===== config.mk =====
export PLATFORM = sky130hd
export DESIGN_NAME = nlac_fifo
export DESIGN_NICKNAME = d
export VERILOG_FILES = /design/src/hw/rtl/nlac_fifo.sv
export SDC_FILE = /design/constraint.sdc
export NUM_CORES = 1
export LEC_CHECK = 0
export ABC_CLOCK_PERIOD_IN_PS = 1300
export BUFFER_PORTS_ARGS = -buffer_cell sky130_fd_sc_hd__buf_2
export CORE_AREA = 2 2 45 47
export CTS_BUF_LIST = sky130_fd_sc_hd__clkbuf_4
export CTS_CLUSTER_SIZE = 20
export DETAILED_ROUTE_END_ITERATION = 8
export DIE_AREA = 0 0 47 49
export PLACE_DENSITY = 0.83
export SYNTH_ARGS = -nofsm -noshare
export SYNTH_HDL_FRONTEND = slang
export SYNTH_SLANG_ARGS = --single-unit

===== constraint.sdc =====
create_clock -name i_clk -period 1.3 [get_ports i_clk]
set_clock_uncertainty 0.2 [all_clocks]
set_input_delay 0.26 -clock i_clk [delete_from_list [all_inputs] [get_ports i_clk]]
set_output_delay 0.26 -clock i_clk [all_outputs]
set_load 0.03 [all_outputs]

===== src/hw/rtl/nlac_fifo.sv =====
module nlac_fifo #(
    parameter int W = 8
) (
    input  logic         i_clk,
    input  logic         i_rst_n,
    input  logic         i_push,
    input  logic [W-1:0] i_data,
    output logic         o_full,
    input  logic         i_pop,
    output logic         o_valid,
    output logic [W-1:0] o_data
);
    logic [W-1:0] r_mem [2];
    logic         r_wp;
    logic         r_rp;
    logic [1:0]   r_cnt;

    always_ff @(posedge i_clk) begin
        if (i_push) begin
            r_mem[r_wp] <= i_data;
        end
    end

    always_ff @(posedge i_clk) begin
        if (!i_rst_n) begin
            r_wp  <= 1'b0;
            r_rp  <= 1'b0;
            r_cnt <= 2'd0;
        end else begin
            if (i_push) begin
                r_wp <= ~r_wp;
            end
            if (i_pop) begin
                r_rp <= ~r_rp;
            end
            if (i_push && !i_pop) begin
                r_cnt <= r_cnt + 2'd1;
            end else if (i_pop && !i_push) begin
                r_cnt <= r_cnt - 2'd1;
            end
        end
    end

    assign o_full  = (r_cnt == 2'd2);
    assign o_valid = (r_cnt != 2'd0);
    assign o_data  = r_mem[r_rp];

endmodule


Word-level counts from Yosys, hierarchy flattened. Memory sizes are Yosys's and may differ from the RTL's. A register that Yosys moved wholly into a read port is not among the register bits. Cells that the tools add are included.

Register bits after elaboration: 4. Memory bits (writable): 16. Input bits: 12. Output and inout bits: 10. Word-level logic and storage cells: 21. Memories: 1.

Add/subtract/negate cells: 2. Eq/ne operators: 1. Multiplexer cells: 6. Bitwise gates (word level): 2. Reductions and logical operators: 6.

Memories: r_mem (depth 2, width 8, rd ports 1, clocked after memory_dff 1, write ports 1, RTL line 13) `logic [W-1:0] r_mem [2];`.

Operator list (count): $mux W1 (4); $mux W2 (2); $reduce_bool A2 Y1 (2); $add A2 B1 Y2 const B (1); $eq A2 B2 Y1 const B (1); $logic_and A1 B1 Y1 (2); $logic_not A1 Y1 (2); $not A1 Y1 (2); $sub A2 B1 Y2 const B (1).

Depth between registers and ports, before layout.
Depth after elaboration: 4. Gate-level depth with buffers: 5. Depth with buffers taken out: 5.

Least setup slack after synthesis. OpenSTA, ideal clock, no wires.

Path kind: register -> output. Start: reg (tool-made name). End: out o_data[0]. Arrival time: 0.880 ns. Data required time: 0.840 ns. Setup slack: -0.040 ns. Stages on the path, launching flop included: 3. Path buffers: 1. Cells stage by stage: dfxtp_1 -> buf_2 -> mux2_2.

RTL lines: to (decl) (RTL line 11) `output logic [W-1:0] o_data`.

==> flow_summary.toml <==
[routing]
drt_iter0_markers = 7
vias = 512
wl_per_cell_microns = 12.2
drc = 0
avgViaCountPerCell = 4.53
routed_wl_mm = 1.38
ant_nets = 0
dr.pass1.iters = 4

[clock_tree]
cts_buffers = 3
cts.sink_count = 21
insertion_delay_ns = 0.29
clock_path_buffers = 2
cts_tree = "done"
clockRootBuffer = "clkbuf_4"
htreeDepth = 1
cts.clk_slew.worst_paths_ns = 0.10

[placed_design]
io_buffers = 21
dp_hpwl_microns = 892
place_congestion = 0.671

[power]
p_per_area_mw_per_mm2 = 1200
leakagePower_nw = 0.515
peakVddDrop_uv = 619

[cells_and_area]
layout-drive-gt1-share = 0.547
final_common_cell = "edfxtp_1"
utilization = 0.677
area.growth.synth_to_final_pct = 56.5
diodes = 0
nNetsFinal = 100
mostFrequentLayoutCells = "edfxtp_1, buf_2, buf_6"

[timing]
fin_crit_sh = 1.29
hold_viol = 0
drv_slew = 0
tightestPinTransition_ns = 0.204
period_minus_slack_ns = 1.68
rsz0062_at_grt = "true"
setup_tns_ns = -3.35
final-setup-viol-count = 11
slew_headroom = 0.863
max_freq_ghz = 0.595
fin_ws_ns = -0.381

[global_routing]
grt_pass1_vias = 562
grt_overflow = 0
grt_use_total = 0.140
grt_pass1_wl_mm = 2.28
grt_max_degree = 12
grt_antenna_before_repair = 0

[synth]
ys_types = 16
synthCells = 47
ys_seq_elements = 21
synth_nets = 60
syn-cell-area_sq_um = 797
syn_avg_cell_area_sq_um = 17.0
ys_warn_count = 0
yosysSeqAreaShare = 0.728

[floorplanning]
fp.coreArea_sq_mm = 0.00184
dieArea_sq_mm = 0.00230
num_rows = 16
start_util = 0.433
fp.dieH_microns = 49
io_pins = 22
fp.dieW_microns = 47

[critical_path]
critical_path.max_stage_delay_ns = 0.35
crit_arrival_ns = 1.22
crit_path_end_kind = "primary output"
cp-start-kind = "register"
path_max_fanout = 8
cp_cell_sequence = "buf_12 > mux2_4 > buf_6"
cp.required_ns = 0.84
crit_slowest_cell = "dfxtp_2"
worstSetupPathType = "reg2out"

[run_status]
status = "finished with violations"
failed_checks = "negative setup slack"

[min_path]
hp-class = "in2reg"

[job]
cap_violations = 0
==> cells in the mapped netlist (all sizes together) <==
| library cell | n | share of area |
|---|---|---|
| edfxtp | 16 | 0.60 |
| xor2 | 2 | 0.022 |
| a21boi | 1 | 0.0094 |
| o21a | 1 | 0.0094 |
| or3 | 1 | 0.0079 |
| and2 | 4 | 0.031 |
| or2 | 1 | 0.0079 |
| o21ai | 1 | 0.0063 |
| inv | 1 | 0.0047 |
| nor2b | 2 | 0.016 |
| buf | 1 | 0.0063 |
| xnor2 | 1 | 0.011 |
| mux2 | 8 | 0.11 |
| ha | 1 | 0.016 |
| and2b | 1 | 0.011 |
| dfxtp | 5 | 0.13 |
==> report_power, final <==
group	switching, mW	leakage (nW)	total, mW	internal, mW
Sequential	0.0205	0.192	0.790	0.770
Combinational	0.172	0.304	0.389	0.217
Clock	0.173	0.0184	0.313	0.140
==> kinds of logic after synthesis <==
logic type      count (synthesis)  share of synthesized area
xor+xnor                        3                     0.0330
flops                          21                      0.728
fa+ha+maj                       1                     0.0157
compound gates                  3                     0.0251
buf+inv                         2                     0.0110
mux                             8                      0.113
simple gates                    9                     0.0738
==> repair_timing <==
action	4_1_cts	5_1_grt
gates cloned	0	0
setup buffers	1	0
setup endpoints to repair	10	11
endpoints found under the hold margin	16	0
pin swaps	1	0
hold buffers	8	0
resized for setup	31	1
==> final timing paths <==
path	startpoint	end	slack [ns]	cells after the start
worst max-delay path	register	o_data[5]	-0.38	3
worst min-delay path	i_rst_n	r_wp	0.02	2
worst max register to register	r_cnt[0]	r_cnt[1]	-0.03	4
worst min register to register	r_cnt[1]	r_cnt[1]	0.34	2
==> per-stage QoR <==
| step | instance area [sq um] | instances | hold slack, ns | total power [mW] | setup slack, ns |
|---|---|---|---|---|---|
| finish | 1250 | 113 | 0.0238 | 1.49 | -0.381 |
| floorplan | 812 | 47 | 0.159 | 0.976 | -0.0402 |
| global placement | 1030 | 100 | 0.250 | 1.08 | -0.121 |
| detailed placement | 1030 | 100 | 0.252 | 1.09 | -0.145 |
| CTS | 1240 | 113 | 0.0168 | 1.50 | -0.400 |
| global route | 1250 | 113 | 0.0262 | 1.56 | -0.433 |
==> critical path, delay by kind of cell (launching register included) <==
family / cells / cell delay [ns]
flip-flops: 1 / 0.35
multiplexers: 1 / 0.31
buffers and inverters: 2 / 0.27
==> layout make-up <==
class,instances,area (sq um)
tap,27,33.8
multi-input combinational,24,259
clock buffer,4,30.0
sequential,21,583
inverter,1,3.75
fill,144,594
timing repair buffer,36,338
==> per-layer routing <==
layer  track usage  wire, microns
met2         0.258            749
met5             0              0
met1         0.138            534
met4        0.0556             19
met3        0.0370             80
==> registers in the layout (all words and copies together), names as in the netlist, named ones only <==
name,count
r_cnt,2
r_mem,16
r_rp,1
r_wp,1
No activity file was read; power rests on OpenSTA's default activity.
