--- config.mk ---
export PLATFORM = sky130hd
export DESIGN_NAME = nlac_back
export DESIGN_NICKNAME = d
export VERILOG_FILES = /design/src/hw/rtl/nlac_pkg.sv /design/src/hw/rtl/nlac_back.sv
export SDC_FILE = /design/constraint.sdc
export NUM_CORES = 1
export LEC_CHECK = 0
export BUFFER_PORTS_ARGS = -buffer_cell sky130_fd_sc_hd__buf_4
export CORE_MARGIN = 3
export CORE_UTILIZATION = 60
export CTS_CLUSTER_SIZE = 28
export DETAILED_ROUTE_END_ITERATION = 7
export GPL_TIMING_DRIVEN = 0
export PLACE_DENSITY = 0.92
export SETUP_SLACK_MARGIN = 0.3
export SYNTH_ARGS = -nofsm -noshare
export SYNTH_HDL_FRONTEND = slang
export SYNTH_SLANG_ARGS = --single-unit
--- constraint.sdc ---
create_clock -name i_clk -period 5.33 [get_ports i_clk]
set_input_delay 0.7995 -clock i_clk [delete_from_list [all_inputs] [get_ports i_clk]]
set_output_delay 0.7995 -clock i_clk [all_outputs]
set_load 0.01 [all_outputs]
--- src/hw/rtl/nlac_pkg.sv ---
package nlac_pkg;

    localparam int SAMPLE_W = 16;
    localparam int FLOOR_W  = 37;
    localparam int PROD_W   = 33;
    localparam int POWER_W  = 32;
    localparam int QUO_W    = 16;

    localparam logic [QUO_W-1:0] SAT_POS = 16'h7fff;
    localparam logic [QUO_W-1:0] SAT_NEG = 16'h8000;

    typedef enum logic [2:0] {
        F_CLEAR,
        F_IDLE,
        F_RD1,
        F_RD2,
        F_MUL,
        F_UPD,
        F_PUSH
    } t_front_state;

    typedef enum logic [1:0] {
        B_IDLE,
        B_RUN,
        B_DONE
    } t_back_state;

endpackage

--- src/hw/rtl/nlac_back.sv ---
module nlac_back #(
    parameter int PS_W  = 39,
    parameter int DIV_W = 38
) (
    input  logic                   i_clk,
    input  logic                   i_rst_n,
    input  logic                   i_valid,
    output logic                   o_pop,
    input  logic signed [PS_W-1:0] i_sum_re,
    input  logic signed [PS_W-1:0] i_sum_im,
    input  logic [DIV_W-1:0]       i_div,
    input  logic                   i_floor_hit,
    output logic                   o_tvalid,
    input  logic                   i_tready,
    output logic [31:0]            o_tdata,
    output logic                   o_tuser
);
    import nlac_pkg::*;

    localparam int CMP_W = (PS_W > DIV_W + 1) ? PS_W : DIV_W + 1;

    t_back_state r_state, n_state;

    logic [3:0]       r_cnt;
    logic [DIV_W-1:0] r_div;
    logic [DIV_W-1:0] r_rem_re, r_rem_im;
    logic [QUO_W-1:0] r_q_re, r_q_im;
    logic             r_lsb_re, r_lsb_im;
    logic             r_neg_re, r_neg_im;
    logic             r_sat_re, r_sat_im;
    logic             r_hit;
    logic             r_out_valid;
    logic [QUO_W-1:0] r_out_re, r_out_im;
    logic             r_out_hit;

    logic [PS_W-1:0]  w_mag_re, w_mag_im;
    logic [CMP_W-1:0] w_div2;
    logic [DIV_W:0]   w_t_re, w_t_im, w_dx;
    logic             w_ge_re, w_ge_im;
    logic             w_load;
    logic [QUO_W-1:0] w_res_re, w_res_im;

    assign w_mag_re = i_sum_re[PS_W-1] ? PS_W'(-i_sum_re) : PS_W'(i_sum_re);
    assign w_mag_im = i_sum_im[PS_W-1] ? PS_W'(-i_sum_im) : PS_W'(i_sum_im);
    assign w_div2   = CMP_W'({i_div, 1'b0});

    // one restoring step per cycle on each part
    assign w_dx    = {1'b0, r_div};
    assign w_t_re  = {r_rem_re, r_lsb_re};
    assign w_t_im  = {r_rem_im, r_lsb_im};
    assign w_ge_re = (w_t_re >= w_dx);
    assign w_ge_im = (w_t_im >= w_dx);

    function automatic logic [QUO_W-1:0] sat_q(input logic sat, input logic neg,
                                              input logic [QUO_W-1:0] q);
        logic [QUO_W-1:0] res;
        if (neg) begin
            res = (sat || q >= SAT_NEG) ? SAT_NEG : QUO_W'(-q);
        end else begin
            res = (sat || q >= SAT_POS) ? SAT_POS : q;
        end
        return res;
    endfunction

    assign w_res_re = sat_q(r_sat_re, r_neg_re, r_q_re);
    assign w_res_im = sat_q(r_sat_im, r_neg_im, r_q_im);

    assign o_pop  = (r_state == B_IDLE) && i_valid;
    assign w_load = (r_state == B_DONE) && (!r_out_valid || i_tready);

    always_comb begin
        n_state = r_state;
        case (r_state)
            B_IDLE:  if (i_valid) n_state = B_RUN;
            B_RUN:   if (r_cnt == 4'd0) n_state = B_DONE;
            B_DONE:  if (w_load) n_state = B_IDLE;
            default: n_state = B_IDLE;
        endcase
    end

    always_ff @(posedge i_clk) begin
        if (o_pop) begin
            r_div    <= i_div;
            r_hit    <= i_floor_hit;
            r_neg_re <= i_sum_re[PS_W-1];
            r_neg_im <= i_sum_im[PS_W-1];
            r_sat_re <= (CMP_W'(w_mag_re) >= w_div2);
            r_sat_im <= (CMP_W'(w_mag_im) >= w_div2);
            r_rem_re <= DIV_W'(w_mag_re >> 1);
            r_rem_im <= DIV_W'(w_mag_im >> 1);
            r_lsb_re <= w_mag_re[0];
            r_lsb_im <= w_mag_im[0];
        end else if (r_state == B_RUN) begin
            r_rem_re <= w_ge_re ? DIV_W'(w_t_re - w_dx) : w_t_re[DIV_W-1:0];
            r_rem_im <= w_ge_im ? DIV_W'(w_t_im - w_dx) : w_t_im[DIV_W-1:0];
            r_q_re   <= {r_q_re[QUO_W-2:0], w_ge_re};
            r_q_im   <= {r_q_im[QUO_W-2:0], w_ge_im};
            r_lsb_re <= 1'b0;
            r_lsb_im <= 1'b0;
        end
        if (w_load) begin
            r_out_re  <= w_res_re;
            r_out_im  <= w_res_im;
            r_out_hit <= r_hit;
        end
    end

    always_ff @(posedge i_clk) begin
        if (!i_rst_n) begin
            r_state     <= B_IDLE;
            r_cnt       <= '0;
            r_out_valid <= 1'b0;
        end else begin
            r_state <= n_state;
            if (o_pop) begin
                r_cnt <= 4'(QUO_W - 1);
            end else if (r_state == B_RUN) begin
                r_cnt <= r_cnt - 4'd1;
            end
            if (w_load) begin
                r_out_valid <= 1'b1;
            end else if (i_tready) begin
                r_out_valid <= 1'b0;
            end
        end
    end

    assign o_tvalid = r_out_valid;
    assign o_tdata  = {r_out_im, r_out_re};
    assign o_tuser  = r_out_hit;

`ifndef SYNTHESIS
    a_rem_below_div: assert property (@(posedge i_clk) disable iff (!i_rst_n)
        (r_state == B_RUN && !r_sat_re) |-> (r_rem_re < r_div))
        else $error("real remainder not below divisor");
    a_div_nonzero: assert property (@(posedge i_clk) disable iff (!i_rst_n)
        (r_state == B_RUN) |-> (r_div != '0))
        else $error("zero divisor in divider");
    a_load_shows: assert property (@(posedge i_clk) disable iff (!i_rst_n)
        w_load |=> (o_tvalid && r_state == B_IDLE))
        else $error("finished result not presented");
`endif

endmodule

# Word level (Yosys, flattened, before mapping)
# Cells that the tools add are included.
# word_totals
register_bits,193
inputBits,121
output_inout_bits,35
wordCells,78
# classes
n_addsub,7
n_lt_le_gt_ge,8
n_eq_ne,5
mux,25
n_bitwise,1
n_reduce_logical,14
# op_table
op,count
$mux 38,6
$mux 16,6
$ge 39x38->1,2
$ge 39x39->1,2
$mux 39,2
$neg 39->39,2
$sub 38x38->38,2
$ge 16x15->1 const B,2
$ge 16x16->1 const B,2
$neg 16->16,2
$mux 4,2
$mux 2,3
$ne 2x2->1 const B,3
$pmux 2 s3,1
$logic_or 1x1->1,5
$mux 1,5
$logic_not 4->1,1
$reduce_bool 2->1,2
$sub 4x1->4 const B,1
$reduce_and 3->1,1
$eq 2x1->1 const B,1
$eq 2x2->1 const B,1
$logic_and 1x1->1,2
$logic_not 2->1,1
other kinds (3),3

# Longest topological paths before layout
# Gate-level depths: netlist (run 1).
# depth
ltp_word,5
ltp_mapped,18
mapped_depth_nobuf,18

# Worst setup path before layout (run 1)
# No wires, ideal clock.
# synth_path
kind,input -> register
start,input i_sum_im[0]
end,register r_sat_im (data pin)
setup_ps,271
arrival_ps,4283
required_time_ps,5059
setup_slack_ps,777
path_stages,18
path_buffers,0
cell_sequence,inv_1 ha_1 or4b_1 nor4_1 nand4_1 or4_1 o31ai_1 xnor2_1 ha_1 a21o_1 a21o_1 a21o_1 a21o_1 a21oi_1 nor2b_1 o21ai_0 and4b_1 o41ai_1
# synth_between
elab_chain_len,3
# synth_rtl
element,line,rtl
"start, declared",nlac_back.sv:10,"input logic signed [PS_W-1:0] i_sum_im,"
$neg 39->39,nlac_back.sv:44,assign w_mag_im = i_sum_im[PS_W-1] ? PS_W'(-i_sum_im) : PS_W'(i_sum_im);
$mux 39 (*),nlac_back.sv:44,
$ge 39x39->1 (*),nlac_back.sv:88,r_sat_im <= (CMP_W'(w_mag_im) >= w_div2);
"end signal, assigned",nlac_back.sv:88,
"end, declared",nlac_back.sv:30,"logic r_sat_re, r_sat_im;"
# Every way passes the cells marked *; elsewhere a longest branch is shown, timed or not.
# A chain may end at the register's enable or synchronous reset.

# Worst setup path after layout (run 1)
# layout_path
start,input i_sum_im[15]
end,register r_sat_im (data pin)
# Same word-level chain as after synthesis.

==> results of run 1 <==
[worst max-delay path, stage by stage]
cell and delay [ns]:
buf_4 0.12, or3_1 0.40, nor4_2 0.42, nand3_1 0.30, nand3b_4 0.26, or4_4 0.46, o41ai_2 0.64, xnor2_1 0.15
ha_1 0.33, nand4_1 0.09, nor2_1 0.34, nand4_1 0.19, o41ai_2 0.52
[flip-flops by register name, summed over array words and instances, names as in the netlist, 4 cells and up]
name	count
r_q_re	16
r_out_re	16
r_out_im	16
r_div	38
r_cnt	4
r_rem_re	38
r_rem_im	38
r_q_im	16
[power by group]
group          switching [mW]  total, mW  leakage (nW)  internal, mW
sequential              0.208       2.39          1.83          2.18
clock                   0.654       1.28         0.288         0.631
combinational            3.02       4.89          5.61          1.87
[metal layers]
layer	up-vias	GRT usage, %	share of wire, %
li1	7118	-	-
met1	7086	45.0	41
met2	951	52.9	44
met3	135	5.67	10
met4	0	14.7	4.6
met5	-	0	0
[worst max path at each step]
stage	start	to	slack (ns)	cells past startpoint
2_1_floorplan	i_sum_im[0]	r_sat_im$_DFFE_PP_	0.78	18
3_3_place_gp	i_sum_im[0]	r_sat_im$_DFFE_PP_	-0.46	19
3_5_place_dp	i_sum_im[0]	r_sat_im$_DFFE_PP_	-0.58	19
4_1_cts	i_sum_im[0]	r_sat_im$_DFFE_PP_	0.32	19
5_1_grt	i_sum_im[15]	r_sat_im$_DFFE_PP_	0.29	13
6_report	i_sum_im[15]	r_sat_im$_DFFE_PP_	0.46	13
[layout make-up]
class	count	area [µm²]	share of cell area, %
tap	335	419	2.26
clock buffer	17	425	2.30
sequential	193	5730	30.9
multi-input combinational	1454	9830	53.1
buffer	72	280	1.51
clock inverter	15	161	0.872
inverter	109	412	2.22
antenna	2	5.00	0.0270
timing repair buffer	159	1250	6.77
[cells in the mapped netlist, types with 4 or more instances]
library cell	number
a2111oi_0	4
a211o_1	7
a211oi_1	12
a21boi_0	10
a21o_1	75
a21oi_1	112
a31oi_1	47
and2_1	5
and3_1	6
buf_1	9
buf_2	4
clkbuf_1	58
dfxtp_1	7
edfxtp_1	186
ha_1	159
inv_1	107
mux2_2	4
mux2i_1	21
nand2_1	235
nand2b_1	20
nand3_1	42
nand3b_1	5
nand4_1	36
nor2_1	139
nor2b_1	12
nor3_1	31
nor4_1	18
o2111ai_1	4
o211ai_1	17
o21a_1	15
o21ai_0	110
o21bai_1	13
o311ai_0	16
o31ai_1	30
o41ai_1	10
or2_2	10
or3_1	22
or4_1	9
xnor2_1	107
xor2_1	29
[kinds of logic (layout without fill, tap and decap cells)]
logic type	Yosys count	in the layout	synth area share, %
buf+inv	181	372	4.26
flops	193	193	35.3
xor+xnor	136	136	7.35
simple gates	613	613	18.0
mux	25	25	1.58
compound gates	519	519	21.0
fa+ha+maj	161	161	12.5
other cells	0	2	0
[stage by stage]
stage | setup slack, ns | area, µm² | hold slack (ns) | utilization (%) | total power, mW
after global routing | 0.292 | 18500 | 0.466 | 70.4 | 9.08
final | 0.455 | 18500 | 0.450 | 70.4 | 8.56
after global placement | -0.461 | 17800 | 0.474 | 67.7 | 6.91
after detailed placement | -0.578 | 17900 | 0.447 | 68.0 | 7.08
after CTS | 0.317 | 18500 | 0.462 | 70.3 | 8.40
after floorplan | 0.777 | 16200 | 0.400 | - | 5.84
[repair_timing]
action,CTS,global route
buffers inserted,0,0
gates cloned,0,0
setup endpoints to repair,1,1
pin swaps,1,1
resized for setup,4,3
==> results.sh, run 1 <==
export IMPL_drt_initial_drc_count=2050
export IMPL_yosysUniqueCellTypes=79
export IMPL_synth_top_area_cell="edfxtp_1"
export IMPL_final_common_cell="nand2_1"
export IMPL_cts_path_max_buffers=2
export IMPL_coreArea_mm2=0.0263
export IMPL_drv_slew=0
export IMPL_drc=0
export IMPL_reg2reg_from="r_div[1]$_DFFE_PP_"
export IMPL_synth_edf_count=186
export IMPL_ys_ff_latch=193
export IMPL_crit_type="input port to flip-flop"
export IMPL_track_usage_pct=33.3
export IMPL_ctsHoldBuffers=0
export IMPL_fill_cells=1996
export IMPL_vias_per_cell=6.49
export IMPL_grt_max_degree=52
export IMPL_antenna_found_initial=0
export IMPL_finalWirelength_um=49200
export IMPL_final_cell_mix="nand2_1, edfxtp_1, ha_1"
export IMPL_synthArstFlopShare_pct=0
export IMPL_wl_per_cell_um=20.9
export IMPL_holdCritStartpoint="r_hit$_DFFE_PP_"
export IMPL_r2r_end="r_rem_re[29]$_DFFE_PP_"
export IMPL_worstMarginPinSlew_ns=1.05
export IMPL_max_cap_violations=0
export IMPL_finalHoldViolCount=0
export IMPL_fin_crit_sh_pct=91.5
export IMPL_fin_tns_setup_ns=0
export IMPL_hold_depth=0
export IMPL_cp_arrival_ns=5.03
export IMPL_vias=15300
export IMPL_period_minus_slack_ns=4.87
export IMPL_syn_inst=1828
export IMPL_yosysSeqAreaShare_pct=35.3
export IMPL_start_kind="input port"
export IMPL_yosys_area_top_type_share_pct=34.5
export IMPL_overflow=0
export IMPL_final_nets=2288
export IMPL_fmax_mhz=205
export IMPL_dp_cells=2321
export IMPL_synthTopCellsByArea="edfxtp_1, ha_1, xnor2_1"
export IMPL_avgSynthCellArea_um2=8.86
export IMPL_hpwl_um=39500
export IMPL_ios=156
export IMPL_irDropWorstVdd_mv=0.272
export IMPL_worstRegToRegCells=13
export IMPL_port_buffers=155
export IMPL_syn_to_final_growth_pct=14.3
export IMPL_p_leak_nw=7.73
export IMPL_cts_sinks=193
export IMPL_root_buffer="clkbuf_16"
export IMPL_syn_nets=2110
export IMPL_critPathMaxFanout=5
export IMPL_cts_buffers=17
export IMPL_fin_cells=2356
export IMPL_outcome="complete, no violations"
export IMPL_grt_pass1_wl_um=76000
export IMPL_tritoncts="done"
export IMPL_antenna_left=0
export IMPL_min_to="o_tuser$_DFFE_PP_"
export IMPL_r2r_setup_slack_ns=1.10
export IMPL_place_gp_congestion=0.959
export IMPL_die_area_mm2=0.0290
export IMPL_crit_path_end_kind="flip-flop"
export IMPL_die_height_um=170
export IMPL_dieWidth_um=170
export IMPL_setup_viol=0
export IMPL_syn_area_mm2=0.0162
export IMPL_yosys_warnings=0
export IMPL_drive_above_1_share_pct=11.9
export IMPL_min_path_type="flip-flop to flip-flop"
export IMPL_relSlewSlack_pct=29.2
export IMPL_htree_levels=4
export IMPL_synthFlopType="edfxtp_1"
export IMPL_crit_required_ns=5.49
export IMPL_grt_pass1_vias=14500
export IMPL_rows=59
export IMPL_clk_latency_ns=0.45
export IMPL_grt_setup_unrepaired="no"
export IMPL_finClkSkew_ns=0.0156
export IMPL_clkTransAtPathRegs_ns=0.07
export IMPL_p_per_area_mw_per_mm2=463
export IMPL_start_util_pct=61.7
export IMPL_first_pass_iters=6
Power figures use the tool's default switching activity.
==> inputs of run 2 (changes only) <==
--- a/config.mk
+++ b/config.mk
@@ -12,6 +12,7 @@
 export DETAILED_ROUTE_END_ITERATION = 7
 export GPL_TIMING_DRIVEN = 0
 export PLACE_DENSITY = 0.92
+export RECOVER_POWER = 100
 export SETUP_SLACK_MARGIN = 0.3
 export SYNTH_ARGS = -nofsm -noshare
 export SYNTH_HDL_FRONTEND = slang
==> run 2 against run 1 <==
  * The flow now finishes with violations (max-capacitance violations, max-slew violations)
  * Design area shrank 1.9%
  * Maximum frequency shrank 3.6%
  * Via count is 0.18% higher
  * Non-clock buffer count unchanged
  * Register-to-register slack worse by 0.83 ns
  * Critical path type is now flip-flop to flip-flop
  * Die area unchanged
  * Count of clock-buffer cells in the layout stayed put
  * Global-route usage unchanged
==> results.sh, run 2 (synthesis results as in run 1) <==
export IMPL_outcome="complete, but fails checks"
export IMPL_violations="max-capacitance violations, max-slew violations"
export IMPL_final_cell_mix="nand2_1, edfxtp_1, ha_1"
export IMPL_reg_top3="r_div (38), r_rem_im (38), r_rem_re (38)"
export IMPL_syn_to_final_growth_pct=12.0
export IMPL_setup_viol=0
export IMPL_cp_arrival_ns=5.24
export IMPL_place_gp_congestion=0.959
export IMPL_htree_levels=4
export IMPL_irDropWorstVdd_mv=0.274
export IMPL_drc=0
export IMPL_grt_pass1_wl_um=76000
export IMPL_grt_max_degree=52
export IMPL_tritoncts="done"
export IMPL_fill_cells=2085
export IMPL_antenna_found_initial=0
export IMPL_antenna_left=0
export IMPL_vias_per_cell=6.51
export IMPL_cts_buffers=17
export IMPL_port_buffers=155
export IMPL_dp_cells=2321
export IMPL_grt_use_met2_pct=52.9
export IMPL_track_usage_pct=33.3
export IMPL_fin_cells=2354
export IMPL_relSlewSlack_pct=-22.2
export IMPL_finalHoldViolCount=0
export IMPL_drt_initial_drc_count=1874
export IMPL_overflow=0
export IMPL_die_area_mm2=0.0290
export IMPL_first_pass_iters=8
export IMPL_fin_ws_ns=0.271
export IMPL_start_kind="flip-flop"
export IMPL_ctsHoldBuffers=0
export IMPL_rows=59
export IMPL_busiest_layer="met2"
export IMPL_met3_usage_pct=5.67
export IMPL_r2r_end="r_rem_im[0]$_DFFE_PP_"
export IMPL_wl_per_cell_um=21.0
export IMPL_hold_ws_ns=0.450
export IMPL_dieWidth_um=170
export IMPL_critPathMaxFanout=10
export IMPL_start_util_pct=61.7
export IMPL_drive_above_1_share_pct=8.07
export IMPL_finalWirelength_um=49400
export IMPL_p_total_mw=8.52
export IMPL_hpwl_um=39500
export IMPL_min_path_type="flip-flop to flip-flop"
export IMPL_max_cap_violations=1
export IMPL_fin_crit_sh_pct=94.9
export IMPL_met1_usage_pct=45.0
export IMPL_drv_slew=11
export IMPL_grt_pass1_vias=14500
export IMPL_crit_required_ns=5.51
export IMPL_antenna_cells=0
export IMPL_place_ws_ns=-0.578
export IMPL_reg2reg_from="r_div[8]$_DFFE_PP_"
export IMPL_crit_path_end_kind="flip-flop"
export IMPL_final_common_cell="nand2_1"
export IMPL_cts_path_max_buffers=2
export IMPL_ios=156
export IMPL_root_buffer="clkbuf_16"
export IMPL_p_per_area_mw_per_mm2=469
export IMPL_worstMarginPinSlew_ns=1.81
export IMPL_p_leak_nw=7.44
export IMPL_clk_latency_ns=0.45
export IMPL_finClkSkew_ns=0.0150
export IMPL_final_nets=2288
export IMPL_r2r_setup_slack_ns=0.27
export IMPL_startpoint="r_div[8]$_DFFE_PP_"
export IMPL_grt_setup_unrepaired="no"
export IMPL_fin_util_pct=69.1
export IMPL_clkTransAtPathRegs_ns=0.08
export IMPL_vias=15300
export IMPL_worstRegToRegCells=13
export IMPL_period_minus_slack_ns=5.06
export IMPL_die_height_um=170
export IMPL_coreArea_mm2=0.0263
export IMPL_cts_sinks=193
export IMPL_crit_type="flip-flop to flip-flop"
export IMPL_cp_endpoint="r_rem_im[0]$_DFFE_PP_"
export IMPL_fmax_mhz=198
==> run 2: cell type report <==
class | instances | area [µm²] | area share [%]
flip-flops and latches | 193 | 5730 | 31.5
plain buffers | 72 | 277 | 1.52
repair buffers | 159 | 952 | 5.25
well taps | 335 | 419 | 2.31
clock inverters | 15 | 161 | 0.889
inverters | 109 | 412 | 2.27
clock buffers | 17 | 425 | 2.34
multi-input cells | 1454 | 9780 | 53.9
==> run 2: per-layer routing <==
metal	part of all wire, %	up-vias
li1	-	7118
met1	40	7080
met2	44	978
met3	11	141
met4	4.9	0
met5	0	-
==> run 2: how the worst min path moves through the flow <==
stage                    start           endpoint  cells past startpoint
2_1_floorplan  r_hit$_DFFE_PP_  o_tuser$_DFFE_PP_                      0
3_3_place_gp   r_hit$_DFFE_PP_  o_tuser$_DFFE_PP_                      0
3_5_place_dp   r_hit$_DFFE_PP_  o_tuser$_DFFE_PP_                      0
4_1_cts        r_hit$_DFFE_PP_  o_tuser$_DFFE_PP_                      0
5_1_grt        r_hit$_DFFE_PP_  o_tuser$_DFFE_PP_                      0
6_report       r_hit$_DFFE_PP_  o_tuser$_DFFE_PP_                      0
==> run 2: report_power, final <==
part           switching, mW  internal (mW)  total [mW]
clock network          0.655          0.631        1.29
logic                   3.01           1.84        4.85
registers              0.207           2.18        2.39
==> run 2: stage by stage <==
step	setup TNS, ns	instance area, µm²
5_1_grt	0	18200
2_1_floorplan	0	16200
6_report	0	18200
3_3_place_gp	-8.11	17800
3_5_place_dp	-0.578	17900
4_1_cts	0	18500
==> run 2: critical path, stage by stage (launching register included) <==
cell and delay (ns):
edfxtp_1 0.39, inv_1 0.13, ha_1 0.24, clkbuf_1 0.19, a211oi_1 0.27, nor2_1 0.13
or3_1 0.38, o221ai_1 0.34, a21oi_1 0.26, o21ai_0 1.44, inv_4 0.29, clkbuf_2 0.35
o211ai_1 0.25, o21ai_0 0.11
==> run 2: repair_timing <==
item / CTS / global route
setup buffers: 0 / 0
endpoints found under the hold margin: 0 / 0
endpoints found under the setup margin: 1 / 1
resized for setup: 4 / 3
pin swaps: 1 / 1
